==> config.mk <==
export PLATFORM = sky130hd
export DESIGN_NAME = sjf_nonpreemptive_scheduler
export DESIGN_NICKNAME = d
export VERILOG_FILES = /design/src/hdl/sjf_pkg.sv /design/src/hdl/sjf_ctrl.sv /design/src/hdl/sjf_datapath.sv /design/src/hdl/sjf_nonpreemptive_scheduler.sv
export VERILOG_INCLUDE_DIRS = /design/src /design/src/hdl
export SDC_FILE = /design/constraint.sdc
export NUM_CORES = 2
export LEC_CHECK = 0
export BUFFER_PORTS_ARGS = -buffer_cell sky130_fd_sc_hd__buf_2
export CORE_ASPECT_RATIO = 1.2
export CORE_UTILIZATION = 36
export DETAILED_ROUTE_END_ITERATION = 10
export SETUP_SLACK_MARGIN = 0.02
export SLEW_MARGIN = 20
export SYNTH_ARGS = -nofsm -noshare
export SYNTH_HDL_FRONTEND = slang
export SYNTH_SLANG_ARGS = --single-unit
==> constraint.sdc <==
create_clock -name clk -period 16.3 [get_ports clk]
set_clock_uncertainty 0.1 [all_clocks]
set_input_delay 3.26 -clock clk [delete_from_list [all_inputs] [get_ports clk]]
set_output_delay 3.26 -clock clk [all_outputs]
set_load 0.01 [all_outputs]
==> src/hdl/assert_macros.svh <==
// Assertion macros for the scheduler RTL.
// Included by modules that carry concurrent checks; no other dependencies.
`ifndef ASSERT_MACROS_SVH
`define ASSERT_MACROS_SVH

// Same-cycle implication under clock and active-low reset.
`define ASSERT_NOW(lbl, clk, rstn, ante, cons, msg) \
	lbl: assert property (@(posedge clk) disable iff (!rstn) (ante) |-> (cons)) \
		else $error(msg);

// Next-cycle implication under clock and active-low reset.
`define ASSERT_NEXT(lbl, clk, rstn, ante, cons, msg) \
	lbl: assert property (@(posedge clk) disable iff (!rstn) (ante) |=> (cons)) \
		else $error(msg);

`endif

==> src/hdl/sjf_pkg.sv <==
// Shared types and constants for the SJF scheduler.
// Used by sjf_ctrl, sjf_datapath and the top level; no dependencies.
package sjf_pkg;

	localparam int MAX_JOBS_DEF = 32;
	localparam int ID_W   = 8;
	localparam int TIME_W = 16;
	localparam int TICK_W = 32;

	typedef enum logic [2:0] {
		ST_IDLE,
		ST_SCAN,
		ST_SCAN_END,
		ST_CALC,
		ST_EMIT
	} state_t;

	typedef struct packed {
		logic load;
		logic scan;
		logic calc;
		logic emit;
	} cmd_t;

	typedef struct packed {
		logic scan_last;
		logic out_free;
		logic set_last;
	} status_t;

endpackage

==> src/hdl/sjf_ctrl.sv <==
// Controller FSM of the SJF scheduler: load, scan, calc, emit sequencing.
// Depends on sjf_pkg for the state enum and command/status structs.
module sjf_ctrl (
	input  logic              clk,
	input  logic              arst_n,
	input  logic              in_valid,
	input  logic              last_job,
	input  sjf_pkg::status_t  st,
	output logic              in_ready,
	output sjf_pkg::cmd_t     cmd
);
	import sjf_pkg::*;

	state_t state_q, state_d;

	always_ff @(posedge clk or negedge arst_n) begin
		if (!arst_n) begin
			state_q <= ST_IDLE;
		end else begin
			state_q <= state_d;
		end
	end

	always_comb begin
		state_d  = state_q;
		in_ready = 1'b0;
		cmd      = '0;
		unique case (state_q)
			ST_IDLE: begin
				in_ready = 1'b1;
				if (in_valid) begin
					cmd.load = 1'b1;
					if (last_job) state_d = ST_SCAN;
				end
			end
			ST_SCAN: begin
				cmd.scan = 1'b1;
				if (st.scan_last) state_d = ST_SCAN_END;
			end
			ST_SCAN_END: begin
				state_d = ST_CALC;
			end
			ST_CALC: begin
				cmd.calc = 1'b1;
				state_d  = ST_EMIT;
			end
			ST_EMIT: begin
				if (st.out_free) begin
					cmd.emit = 1'b1;
					state_d  = st.set_last ? ST_IDLE : ST_SCAN;
				end
			end
			default: state_d = ST_IDLE;
		endcase
	end

endmodule

==> src/hdl/sjf_datapath.sv <==
// Datapath of the SJF scheduler: job memory, selection scan, timing math, output register.
// Depends on sjf_pkg and assert_macros.svh; driven by sjf_ctrl commands.
`include "assert_macros.svh"
module sjf_datapath #(
	parameter int MAX_JOBS = sjf_pkg::MAX_JOBS_DEF
) (
	input  logic                         clk,
	input  logic                         arst_n,
	input  sjf_pkg::cmd_t                cmd,
	output sjf_pkg::status_t             st,
	input  logic [sjf_pkg::ID_W-1:0]     job_id,
	input  logic [sjf_pkg::TIME_W-1:0]   arrival_time,
	input  logic [sjf_pkg::TIME_W-1:0]   burst_time,
	input  logic                         out_ready,
	output logic                         out_valid,
	output logic [sjf_pkg::ID_W-1:0]     served_id,
	output logic [sjf_pkg::TICK_W-1:0]   start_tick,
	output logic [sjf_pkg::TICK_W-1:0]   finish_tick,
	output logic [sjf_pkg::TICK_W-1:0]   wait_ticks,
	output logic [sjf_pkg::TICK_W-1:0]   turnaround_ticks,
	output logic [sjf_pkg::TICK_W-1:0]   total_wait,
	output logic [sjf_pkg::TICK_W-1:0]   total_turnaround,
	output logic                         last_result
);
	import sjf_pkg::*;

	localparam int IW = (MAX_JOBS > 1) ? $clog2(MAX_JOBS) : 1;
	localparam int CW = $clog2(MAX_JOBS + 1);
	localparam int EW = ID_W + 2 * TIME_W;

	logic [EW-1:0]     mem [MAX_JOBS];
	logic [EW-1:0]     rd_data_s1;
	logic              rd_vld_s1, rd_first_s1, rd_done_s1;
	logic [IW-1:0]     rd_idx_s1;

	logic [CW-1:0]     count_q, served_q;
	logic [IW-1:0]     scan_idx_q;
	logic [MAX_JOBS-1:0] done_q;
	logic [TICK_W-1:0] clock_q, wait_sum_q, tat_sum_q;

	logic              valid_arr_q, valid_pend_q;
	logic [TIME_W-1:0] ba_burst_q, ba_arr_q, bp_burst_q, bp_arr_q;
	logic [ID_W-1:0]   ba_id_q, bp_id_q;
	logic [IW-1:0]     ba_idx_q, bp_idx_q;

	logic [TICK_W-1:0] start_q, finish_q, wait_q, tat_q;
	logic [ID_W-1:0]   pid_q;
	logic [IW-1:0]     pidx_q;

	logic              out_valid_q, last_q;
	logic [ID_W-1:0]   out_id_q;
	logic [TICK_W-1:0] out_start_q, out_finish_q, out_wait_q, out_tat_q;
	logic [TICK_W-1:0] out_twait_q, out_ttat_q;

	logic [ID_W-1:0]   rd_id;
	logic [TIME_W-1:0] rd_arr, rd_burst;
	logic              arrived, base_va, base_vp, take_arr, take_pend;
	logic              wr_en;
	logic [TIME_W-1:0] sel_arr, sel_burst;
	logic [TICK_W-1:0] sel_start;
	logic [TICK_W:0]   wsum, tsum;
	logic [TICK_W-1:0] wait_next, tat_next;

	assign wr_en = cmd.load && (count_q < CW'(MAX_JOBS));
	assign {rd_id, rd_arr, rd_burst} = rd_data_s1;

	assign st.scan_last = (CW'(scan_idx_q) == count_q - CW'(1));
	assign st.out_free  = !out_valid_q || out_ready;
	assign st.set_last  = ((served_q + CW'(1)) == count_q);

	// candidate tracking: best arrived job and earliest pending job
	always_comb begin
		arrived   = ({{(TICK_W-TIME_W){1'b0}}, rd_arr} <= clock_q);
		base_va   = valid_arr_q && !rd_first_s1;
		base_vp   = valid_pend_q && !rd_first_s1;
		take_arr  = rd_vld_s1 && !rd_done_s1 && arrived &&
			(!base_va || (rd_burst < ba_burst_q) ||
			 ((rd_burst == ba_burst_q) && (rd_arr < ba_arr_q)));
		take_pend = rd_vld_s1 && !rd_done_s1 && !arrived &&
			(!base_vp || (rd_arr < bp_arr_q) ||
			 ((rd_arr == bp_arr_q) && (rd_burst < bp_burst_q)));
	end

	always_comb begin
		sel_arr   = valid_arr_q ? ba_arr_q : bp_arr_q;
		sel_burst = valid_arr_q ? ba_burst_q : bp_burst_q;
		sel_start = valid_arr_q ? clock_q : {{(TICK_W-TIME_W){1'b0}}, bp_arr_q};
		wsum      = {1'b0, wait_sum_q} + {1'b0, wait_q};
		tsum      = {1'b0, tat_sum_q} + {1'b0, tat_q};
		wait_next = wsum[TICK_W] ? '1 : wsum[TICK_W-1:0];
		tat_next  = tsum[TICK_W] ? '1 : tsum[TICK_W-1:0];
	end

	always_ff @(posedge clk) begin
		if (wr_en) mem[count_q[IW-1:0]] <= {job_id, arrival_time, burst_time};
		rd_data_s1 <= mem[scan_idx_q];
	end

	always_ff @(posedge clk or negedge arst_n) begin
		if (!arst_n) begin
			count_q      <= '0;
			served_q     <= '0;
			scan_idx_q   <= '0;
			done_q       <= '0;
			clock_q      <= '0;
			wait_sum_q   <= '0;
			tat_sum_q    <= '0;
			rd_vld_s1    <= 1'b0;
			valid_arr_q  <= 1'b0;
			valid_pend_q <= 1'b0;
			out_valid_q  <= 1'b0;
		end else begin
			rd_vld_s1 <= cmd.scan;
			if (wr_en) count_q <= count_q + CW'(1);
			if (cmd.scan) scan_idx_q <= st.scan_last ? '0 : scan_idx_q + IW'(1);
			if (rd_vld_s1) begin
				valid_arr_q  <= base_va || take_arr;
				valid_pend_q <= base_vp || take_pend;
			end
			if (cmd.emit) begin
				out_valid_q <= 1'b1;
				if (st.set_last) begin
					count_q    <= '0;
					served_q   <= '0;
					done_q     <= '0;
					clock_q    <= '0;
					wait_sum_q <= '0;
					tat_sum_q  <= '0;
				end else begin
					served_q       <= served_q + CW'(1);
					done_q[pidx_q] <= 1'b1;
					clock_q        <= finish_q;
					wait_sum_q     <= wait_next;
					tat_sum_q      <= tat_next;
				end
			end else if (out_ready) begin
				out_valid_q <= 1'b0;
			end
		end
	end

	always_ff @(posedge clk) begin
		rd_first_s1 <= (scan_idx_q == '0);
		rd_done_s1  <= done_q[scan_idx_q];
		rd_idx_s1   <= scan_idx_q;
		if (take_arr) begin
			ba_burst_q <= rd_burst;
			ba_arr_q   <= rd_arr;
			ba_id_q    <= rd_id;
			ba_idx_q   <= rd_idx_s1;
		end
		if (take_pend) begin
			bp_burst_q <= rd_burst;
			bp_arr_q   <= rd_arr;
			bp_id_q    <= rd_id;
			bp_idx_q   <= rd_idx_s1;
		end
		if (cmd.calc) begin
			start_q  <= sel_start;
			finish_q <= sel_start + {{(TICK_W-TIME_W){1'b0}}, sel_burst};
			wait_q   <= sel_start - {{(TICK_W-TIME_W){1'b0}}, sel_arr};
			tat_q    <= sel_start + {{(TICK_W-TIME_W){1'b0}}, sel_burst}
				- {{(TICK_W-TIME_W){1'b0}}, sel_arr};
			pid_q    <= valid_arr_q ? ba_id_q : bp_id_q;
			pidx_q   <= valid_arr_q ? ba_idx_q : bp_idx_q;
		end
		if (cmd.emit) begin
			out_id_q     <= pid_q;
			out_start_q  <= start_q;
			out_finish_q <= finish_q;
			out_wait_q   <= wait_q;
			out_tat_q    <= tat_q;
			out_twait_q  <= wait_next;
			out_ttat_q   <= tat_next;
			last_q       <= st.set_last;
		end
	end

	assign out_valid        = out_valid_q;
	assign served_id        = out_id_q;
	assign start_tick       = out_start_q;
	assign finish_tick      = out_finish_q;
	assign wait_ticks       = out_wait_q;
	assign turnaround_ticks = out_tat_q;
	assign total_wait       = out_twait_q;
	assign total_turnaround = out_ttat_q;
	assign last_result      = last_q;

	`ASSERT_NOW(a_emit_free, clk, arst_n, cmd.emit, !out_valid_q || out_ready, "emit while output held")
	`ASSERT_NOW(a_calc_cand, clk, arst_n, cmd.calc, valid_arr_q || valid_pend_q, "no candidate at calc")
	`ASSERT_NOW(a_pick_undone, clk, arst_n, cmd.emit, !done_q[pidx_q], "picked job already served")
	`ASSERT_NEXT(a_end_clear, clk, arst_n, cmd.emit && st.set_last, count_q == '0 && done_q == '0, "set not cleared after last result")

endmodule

==> src/hdl/sjf_nonpreemptive_scheduler.sv <==
// Non-preemptive SJF scheduler: when idle, it loads one job request per cycle.
// After the last job, each result comes from a scan of the N stored jobs through
// the single read port of the job memory, then a drain, calc and emit step.
// Reset clears job count, served flags, clock and totals; job memory is not cleared.
module sjf_nonpreemptive_scheduler #(
	parameter int MAX_JOBS = sjf_pkg::MAX_JOBS_DEF
) (
	input  logic                         clk,
	input  logic                         arst_n,
	input  logic                         in_valid,
	output logic                         in_ready,
	input  logic [sjf_pkg::ID_W-1:0]     job_id,
	input  logic [sjf_pkg::TIME_W-1:0]   arrival_time,
	input  logic [sjf_pkg::TIME_W-1:0]   burst_time,
	input  logic                         last_job,
	output logic                         out_valid,
	input  logic                         out_ready,
	output logic [sjf_pkg::ID_W-1:0]     served_id,
	output logic [sjf_pkg::TICK_W-1:0]   start_tick,
	output logic [sjf_pkg::TICK_W-1:0]   finish_tick,
	output logic [sjf_pkg::TICK_W-1:0]   wait_ticks,
	output logic [sjf_pkg::TICK_W-1:0]   turnaround_ticks,
	output logic [sjf_pkg::TICK_W-1:0]   total_wait,
	output logic [sjf_pkg::TICK_W-1:0]   total_turnaround,
	output logic                         last_result
);
	import sjf_pkg::*;

	cmd_t    cmd;
	status_t st;

	sjf_ctrl u_ctrl (
		.clk      (clk),
		.arst_n   (arst_n),
		.in_valid (in_valid),
		.last_job (last_job),
		.st       (st),
		.in_ready (in_ready),
		.cmd      (cmd)
	);

	sjf_datapath #(
		.MAX_JOBS (MAX_JOBS)
	) u_dp (
		.clk              (clk),
		.arst_n           (arst_n),
		.cmd              (cmd),
		.st               (st),
		.job_id           (job_id),
		.arrival_time     (arrival_time),
		.burst_time       (burst_time),
		.out_ready        (out_ready),
		.out_valid        (out_valid),
		.served_id        (served_id),
		.start_tick       (start_tick),
		.finish_tick      (finish_tick),
		.wait_ticks       (wait_ticks),
		.turnaround_ticks (turnaround_ticks),
		.total_wait       (total_wait),
		.total_turnaround (total_turnaround),
		.last_result      (last_result)
	);

endmodule

## Yosys cells after proc, flatten, opt, wreduce, memory -nomap -nowiden

Memory sizes are Yosys's and may differ from the RTL's. A register that Yosys moved wholly into a read port is not among the register bits.
Index checks and enable logic that the tools add are counted.

- Register bits after elaboration: 591
- RAM bits: 1,280
- Memories kept: 1

Memory list:

| name | words | width | rd ports | clocked after Yosys merged registers in | write ports | RTL line | text |
|---|---|---|---|---|---|---|---|
| u_dp.mem | 32 | 40 | 1 | 1 | 1 | sjf_datapath.sv:31 | `logic [EW-1:0] mem [MAX_JOBS];` |

- $add $sub $neg: 9
- Order comparisons: 9
- Equality and inequality tests: 12
- Multiplexer cells: 37
- Bitwise logic cells: 1
- Reduce and logical (&&, ||, !) cells: 28

Operators with widths:

| operator | number |
|---|---|
| 2-to-1 mux 32 bit | 7 |
| adder 32 x 32 -> 33 bit | 2 |
| less-than comparator 16 bit | 4 |
| subtractor 32 x 16 -> 32 bit | 2 |
| adder 32 x 16 -> 32 bit | 1 |
| == test 16 bit | 2 |
| less-or-equal comparator 16 x 32 -> 1 bit | 1 |
| 2-to-1 mux 16 bit | 2 |
| bitwise OR 32 bit | 1 |
| 2-to-1 mux 6 bit | 4 |
| one-hot mux 3 bit (5 select lines) | 1 |
| 2-to-1 mux 1 bit | 14 |
| adder 6 x 1 -> 6 bit (second input constant) | 2 |
| less-than comparator 5 x 6 -> 1 bit (second input constant) | 2 |
| 2-to-1 mux 3 bit | 4 |
| logical AND 1 bit | 11 |
| 2-to-1 mux 5 bit | 2 |
| 2-to-1 mux 8 bit | 1 |
| logical OR 1 bit | 7 |
| == test 3 x 2 -> 1 bit (second input constant) | 2 |
| == test 5 x 6 -> 1 bit | 1 |
| == test 6 bit | 1 |
| zero test 1 bit | 6 |
| less-than comparator 6 bit (second input constant) | 1 |
| 13 further kinds | 15 |

## Longest topological paths before layout

- Depth after elaboration: 7
- Mapped depth: 27

## Cells and area by module

A second synthesis with hierarchy kept.

- Cells, all modules: 4,291
- Area, all modules: 78,171.2 um2

Modules (own cells, without submodules):

| module | instances | cells each | area an instance (um2) | sequential area each (um2) |
|---|---|---|---|---|
| sjf_datapath | 1 | 4,271 | 77,991.0 | 56,078.8 |
| sjf_ctrl | 1 | 20 | 180.2 | 75.1 |

## Worst setup path before layout

OpenSTA, ideal clock, no wires.

- Path kind: input-to-reg
- Start point: input out_ready
- End point: register u_dp.out_finish_q[0], in the netlist u_dp.finish_tick[0], enable pin
- Setup time: 644 ps
- Arrival time: 9,497 ps
- Required time: 15,556 ps
- Path slack: 6,059 ps
- Stages: 5
- Buffers on the path: 2
- Cell sequence: nand2b_1 nand3_1 inv_1 clkbuf_1 clkbuf_1

RTL lines:

| what | RTL line | text |
|---|---|---|
| start: declaration | sjf_nonpreemptive_scheduler.sv:17 | `input logic out_ready,` |
| end signal: assignment | sjf_datapath.sv:170 | `out_finish_q <= finish_q;` |
| end: declaration | sjf_datapath.sv:52 | `logic [TICK_W-1:0] out_start_q, out_finish_q, out_wait_q, out_tat_q;` |

## Final worst setup path

- Start point: register u_dp.valid_arr_q
- End point: register u_dp.tat_q[23] (data pin)

- Word-level cells in the longest chain between the ends: 3
- Elaborated cells between the ends (all ways): 5
- Classes of those cells: add/sub: 2; mux: 3

Ends and longest elaborated chain:

| what | RTL line | text |
|---|---|---|
| start: declaration | sjf_datapath.sv:41 | `logic valid_arr_q, valid_pend_q;` |
| start signal: assignment | sjf_datapath.sv:117 | `valid_arr_q <= base_va \|\| take_arr;` |
| 2-to-1 mux 32 bit | sjf_datapath.sv:87 | `sel_start = valid_arr_q ? clock_q : {{(TICK_W-TIME_W){1'b0}}, bp_arr_q};` |
| net u_dp.sel_start[0] | sjf_datapath.sv:60 | `logic [TICK_W-1:0] sel_start;` |
| adder 32 x 16 -> 32 bit | sjf_datapath.sv:162 | `tat_q <= sel_start + {{(TICK_W-TIME_W){1'b0}}, sel_burst}` |
| subtractor 32 x 16 -> 32 bit | sjf_datapath.sv:163 | `- {{(TICK_W-TIME_W){1'b0}}, sel_arr};` |
| end signal: assignment | sjf_datapath.sv:162 |  |
| end: declaration | sjf_datapath.sv:46 | `logic [TICK_W-1:0] start_q, finish_q, wait_q, tat_q;` |

The timed path passes the listed nets, and every way through them passes these cells.
A chain may end at the register's enable or synchronous reset.

==> flow_summary.yaml <==
status:
  status: "finished, final reports clean"
setup_path:
  critical_path_buf_inv_count: 3
  critPathTopFamily: "compound AO/OA/AOI/OAI gates"
  reg2reg_slack_ps: 9850
  endpoint: "u_dp.tat_q[23]$_DFFE_PP_"
  crit_path_max_fanout: 77
  cp.arrival_ps: 6900
  cp-startpoint: "u_dp.valid_arr_q$_DFFE_PN0P_"
  r2r-start: "u_dp.valid_arr_q$_DFFE_PN0P_"
  worstPathCellList: "inv_1 > nand2_1 > and2_1 > inv_1 > ha_1 > inv_1 > fa_1 > nand2b_1 > a21oi_1 > o41ai_4 > a21boi_0 > o21a_1 > nor2_1 > o21bai_1 > a21oi_1 > xnor2_1 > ha_1 > nand4_1 > a211oi_1 > o31ai_1 > nand2_1 > nor3_1 > xor2_1"
  cp_common_cell: "inv_1"
  crit_path_start_kind: "register"
  rr_endpoint: "u_dp.tat_q[23]$_DFFE_PP_"
  critPathKind: "register to register"
  cp_num_cells: 23
  r2r_cells: 23
  cp-end-kind: "register"
  slowest_delay_ps: 930
  slowest_stage: "dfrtp_4"
  crit_required_ps: 16760
yosys:
  synth_edf_count: 1712
  synthTopCellsByCount: "edfxtp_1, mux4_2, nand2_1, ha_1, nor2_1"
  synth_area_per_cell_sq_um: 18.0
  synth_area_leader_cell: "edfxtp_1"
  yosys.cell_types.count: 78
  synth_top_area_share_pct: 65.6
  synth-compound-area-share_pct: 5.10
  async_flop_share_pct: 7.95
  synth_area_leaders: "edfxtp_1, mux4_2, dfrtp_1, ha_1, dfxtp_1"
  synth_xor_area_share_pct: 1.50
  synth_top_flop_cell: "edfxtp_1"
  yosys.area_share.simple_pct: 4.15
  synthMuxAreaShare_pct: 12.8
  synth_top_family_by_area: "multiplexers"
  yosysSeqAreaShare_pct: 71.6
  synth.most_common_cell: "edfxtp_1"
  yosysWarningCount: 0
  ys_ff_latch: 1911
  netlist_area_sq_um: 78400
  syn_nets: 4603
  synthAdderAreaFrac_pct: 3.29
  syn_inst: 4355
timing:
  rsz0062_at_grt: "false"
  setup_violations: 0
  fmax_mhz: 155
  slew_violations: 0
  tns_ps: 0
  hold_slack_ps: 311
  relSlewSlack_pct: 22.0
  min_period_ps: 6450
  fin_crit_sh_pct: 39.5
  finalHoldViolations: 0
  worstMarginPinSlew_ps: 1160
placed_design:
  post_dp_cell_area_sq_um: 83300
  numPortBuffers: 247
  dp.final_hpwl_mm: 117
  place_congestion: 0.908
grt:
  antenna_found_initial: 16
  grt.total_usage_pct: 17.3
  grt_overflow: 0
  grt_max_degree: 128
  grt_pass1_vias: 41518
  grt_pass1_wl_mm: 282
layout:
  drive_gt1_share_pct: 23.4
  area_growth_pct: 14.7
  largest_register_ffs: 1280
  nets: 4935
  fin_area_sq_um: 89900
  final_core_util_pct: 41.6
power:
  max-vdd-ir-drop_mv: 0.0994
  internal-power_uw: 7910
  pwr-share-seq_pct: 53.8
  share_comb_of_total_power_pct: 0.6
  p_leak_uw: 0.0310
  power_per_cell_area_nw_per_um2: 110
  switching_power_uw: 1980
  p_clk_share_pct: 45.7
  switching_share_pct: 20.0
route:
  drc: 0
  ant_nets: 0
  drt_iter0_drc: 3474
  first_pass_iters: 6
  wl_per_cell_um: 24.9
  via_count: 41072
  postRouteWirelength_mm: 192
  vias_per_cell: 5.34
clocking:
  clock_sinks: 1911
  clk_latency_ps: 850
  cts_made_buffers: 196
  cts_tree: "done"
  cts.clk_slew.worst_paths_ps: 60
  cts_setup_buffers: 0
  ctsHoldBuffers: 0
  clockBufferDepth: 3
  cts_resized: 0
  cts-root-buf: "clkbuf_16"
  htree_levels: 4
floorplanning:
  die_h_um: 513
  die_width_um: 428
  start_util_pct: 36.2
  rows: 187
  coreArea_sq_um: 216000
  io_pins: 248
  dieArea_sq_um: 220000
hold_path:
  hp-class: "register to register"
run:
  drv_cap: 0
==> power by group through the flow <==
| stage | combinational (uW) | sequential (uW) | clock, uW |
|---|---|---|---|
| 2_1_floorplan | 0.208 | 5420 | 0 |
| 3_3_place_gp | 54.9 | 5420 | 0 |
| 3_5_place_dp | 59.0 | 5420 | 0 |
| 4_1_cts | 58.8 | 5310 | 4600 |
| 5_1_grt | 64.4 | 5310 | 4790 |
| 6_report | 56.7 | 5320 | 4520 |
==> routing by layer <==
metal	wire length, um	track usage, %	up-vias
li1	-	-	18062
met1	82700	23.3	21432
met2	94200	28.8	1276
met3	9900	2.83	286
met4	4760	4.86	16
met5	107	0	-
==> cells in the final DEF (no fill, tap or decap), types with 52 or more instances in the layout <==
master,synthesis,layout
edfxtp_1,1712,1712
mux4_2,410,410
buf_2,5,246
nand2_1,242,242
ha_1,198,198
clkbuf_16,0,198
a21oi_1,160,160
dfrtp_1,152,146
nor2_1,174,142
inv_1,141,140
o21ai_0,140,140
xnor2_1,82,82
a21o_1,70,70
buf_4,0,61
a22o_1,59,59
mux2_2,56,56
xor2_1,52,52
==> layout make-up <==
type,instances,area (sq um)
Antenna cell,2,5.00
Clock buffer,247,5200
Clock inverter,125,1390
Fill cell,19048,126000
Inverter,141,537
Multi-Input combinational cell,2127,21300
Sequential cell,1911,56200
Tap cell,2835,3550
Timing Repair Buffer,310,1740
==> metrics by stage <==
step / total power [uW] / std cells / setup WS [ps]
4_1_cts: 9980 / 7695 / 9910
2_1_floorplan: 5420 / 4355 / 6060
3_5_place_dp: 5480 / 7323 / 9890
6_report: 9890 / 7698 / 9850
5_1_grt: 10200 / 7697 / 9330
3_3_place_gp: 5470 / 7323 / 9910
==> kinds of logic after synthesis <==
kind of cell,count (synthesis)
buffers and inverters,317
adders and majority gates,203
and+or+nand+nor,690
xor gates and xnor gates,134
AOI/OAI and AO/OA,616
muxes,484
DFF,1911
==> worst register-to-register path, delay by kind of cell (launching register included) <==
family	cells	cell delay, ps
buf+inv	3	550
flops	1	930
simple gates	7	1390
compound gates	8	2210
fa+ha+maj	3	740
xor+xnor	2	290
==> how the worst min path moves through the flow <==
stage                                         from  cells after the start  slack [ps]                             to
floorplan           u_dp.scan_idx_q[2]$_DFFE_PN0P_                      0         250      u_dp.rd_idx_s1[2]$_DFF_P_
detailed placement      u_dp.start_q[21]$_DFFE_PP_                      0         310  u_dp.start_tick[21]$_DFFE_PP_
global placement        u_dp.start_q[30]$_DFFE_PP_                      0         310  u_dp.start_tick[30]$_DFFE_PP_
finish                     u_dp.pid_q[7]$_DFFE_PP_                      0         310    u_dp.served_id[7]$_DFFE_PP_
global route            u_dp.start_q[19]$_DFFE_PP_                      0         320  u_dp.start_tick[19]$_DFFE_PP_
CTS                     u_dp.start_q[31]$_DFFE_PP_                      0         310  u_dp.start_tick[31]$_DFFE_PP_
Note: power is estimated with default switching activity, not from simulation.
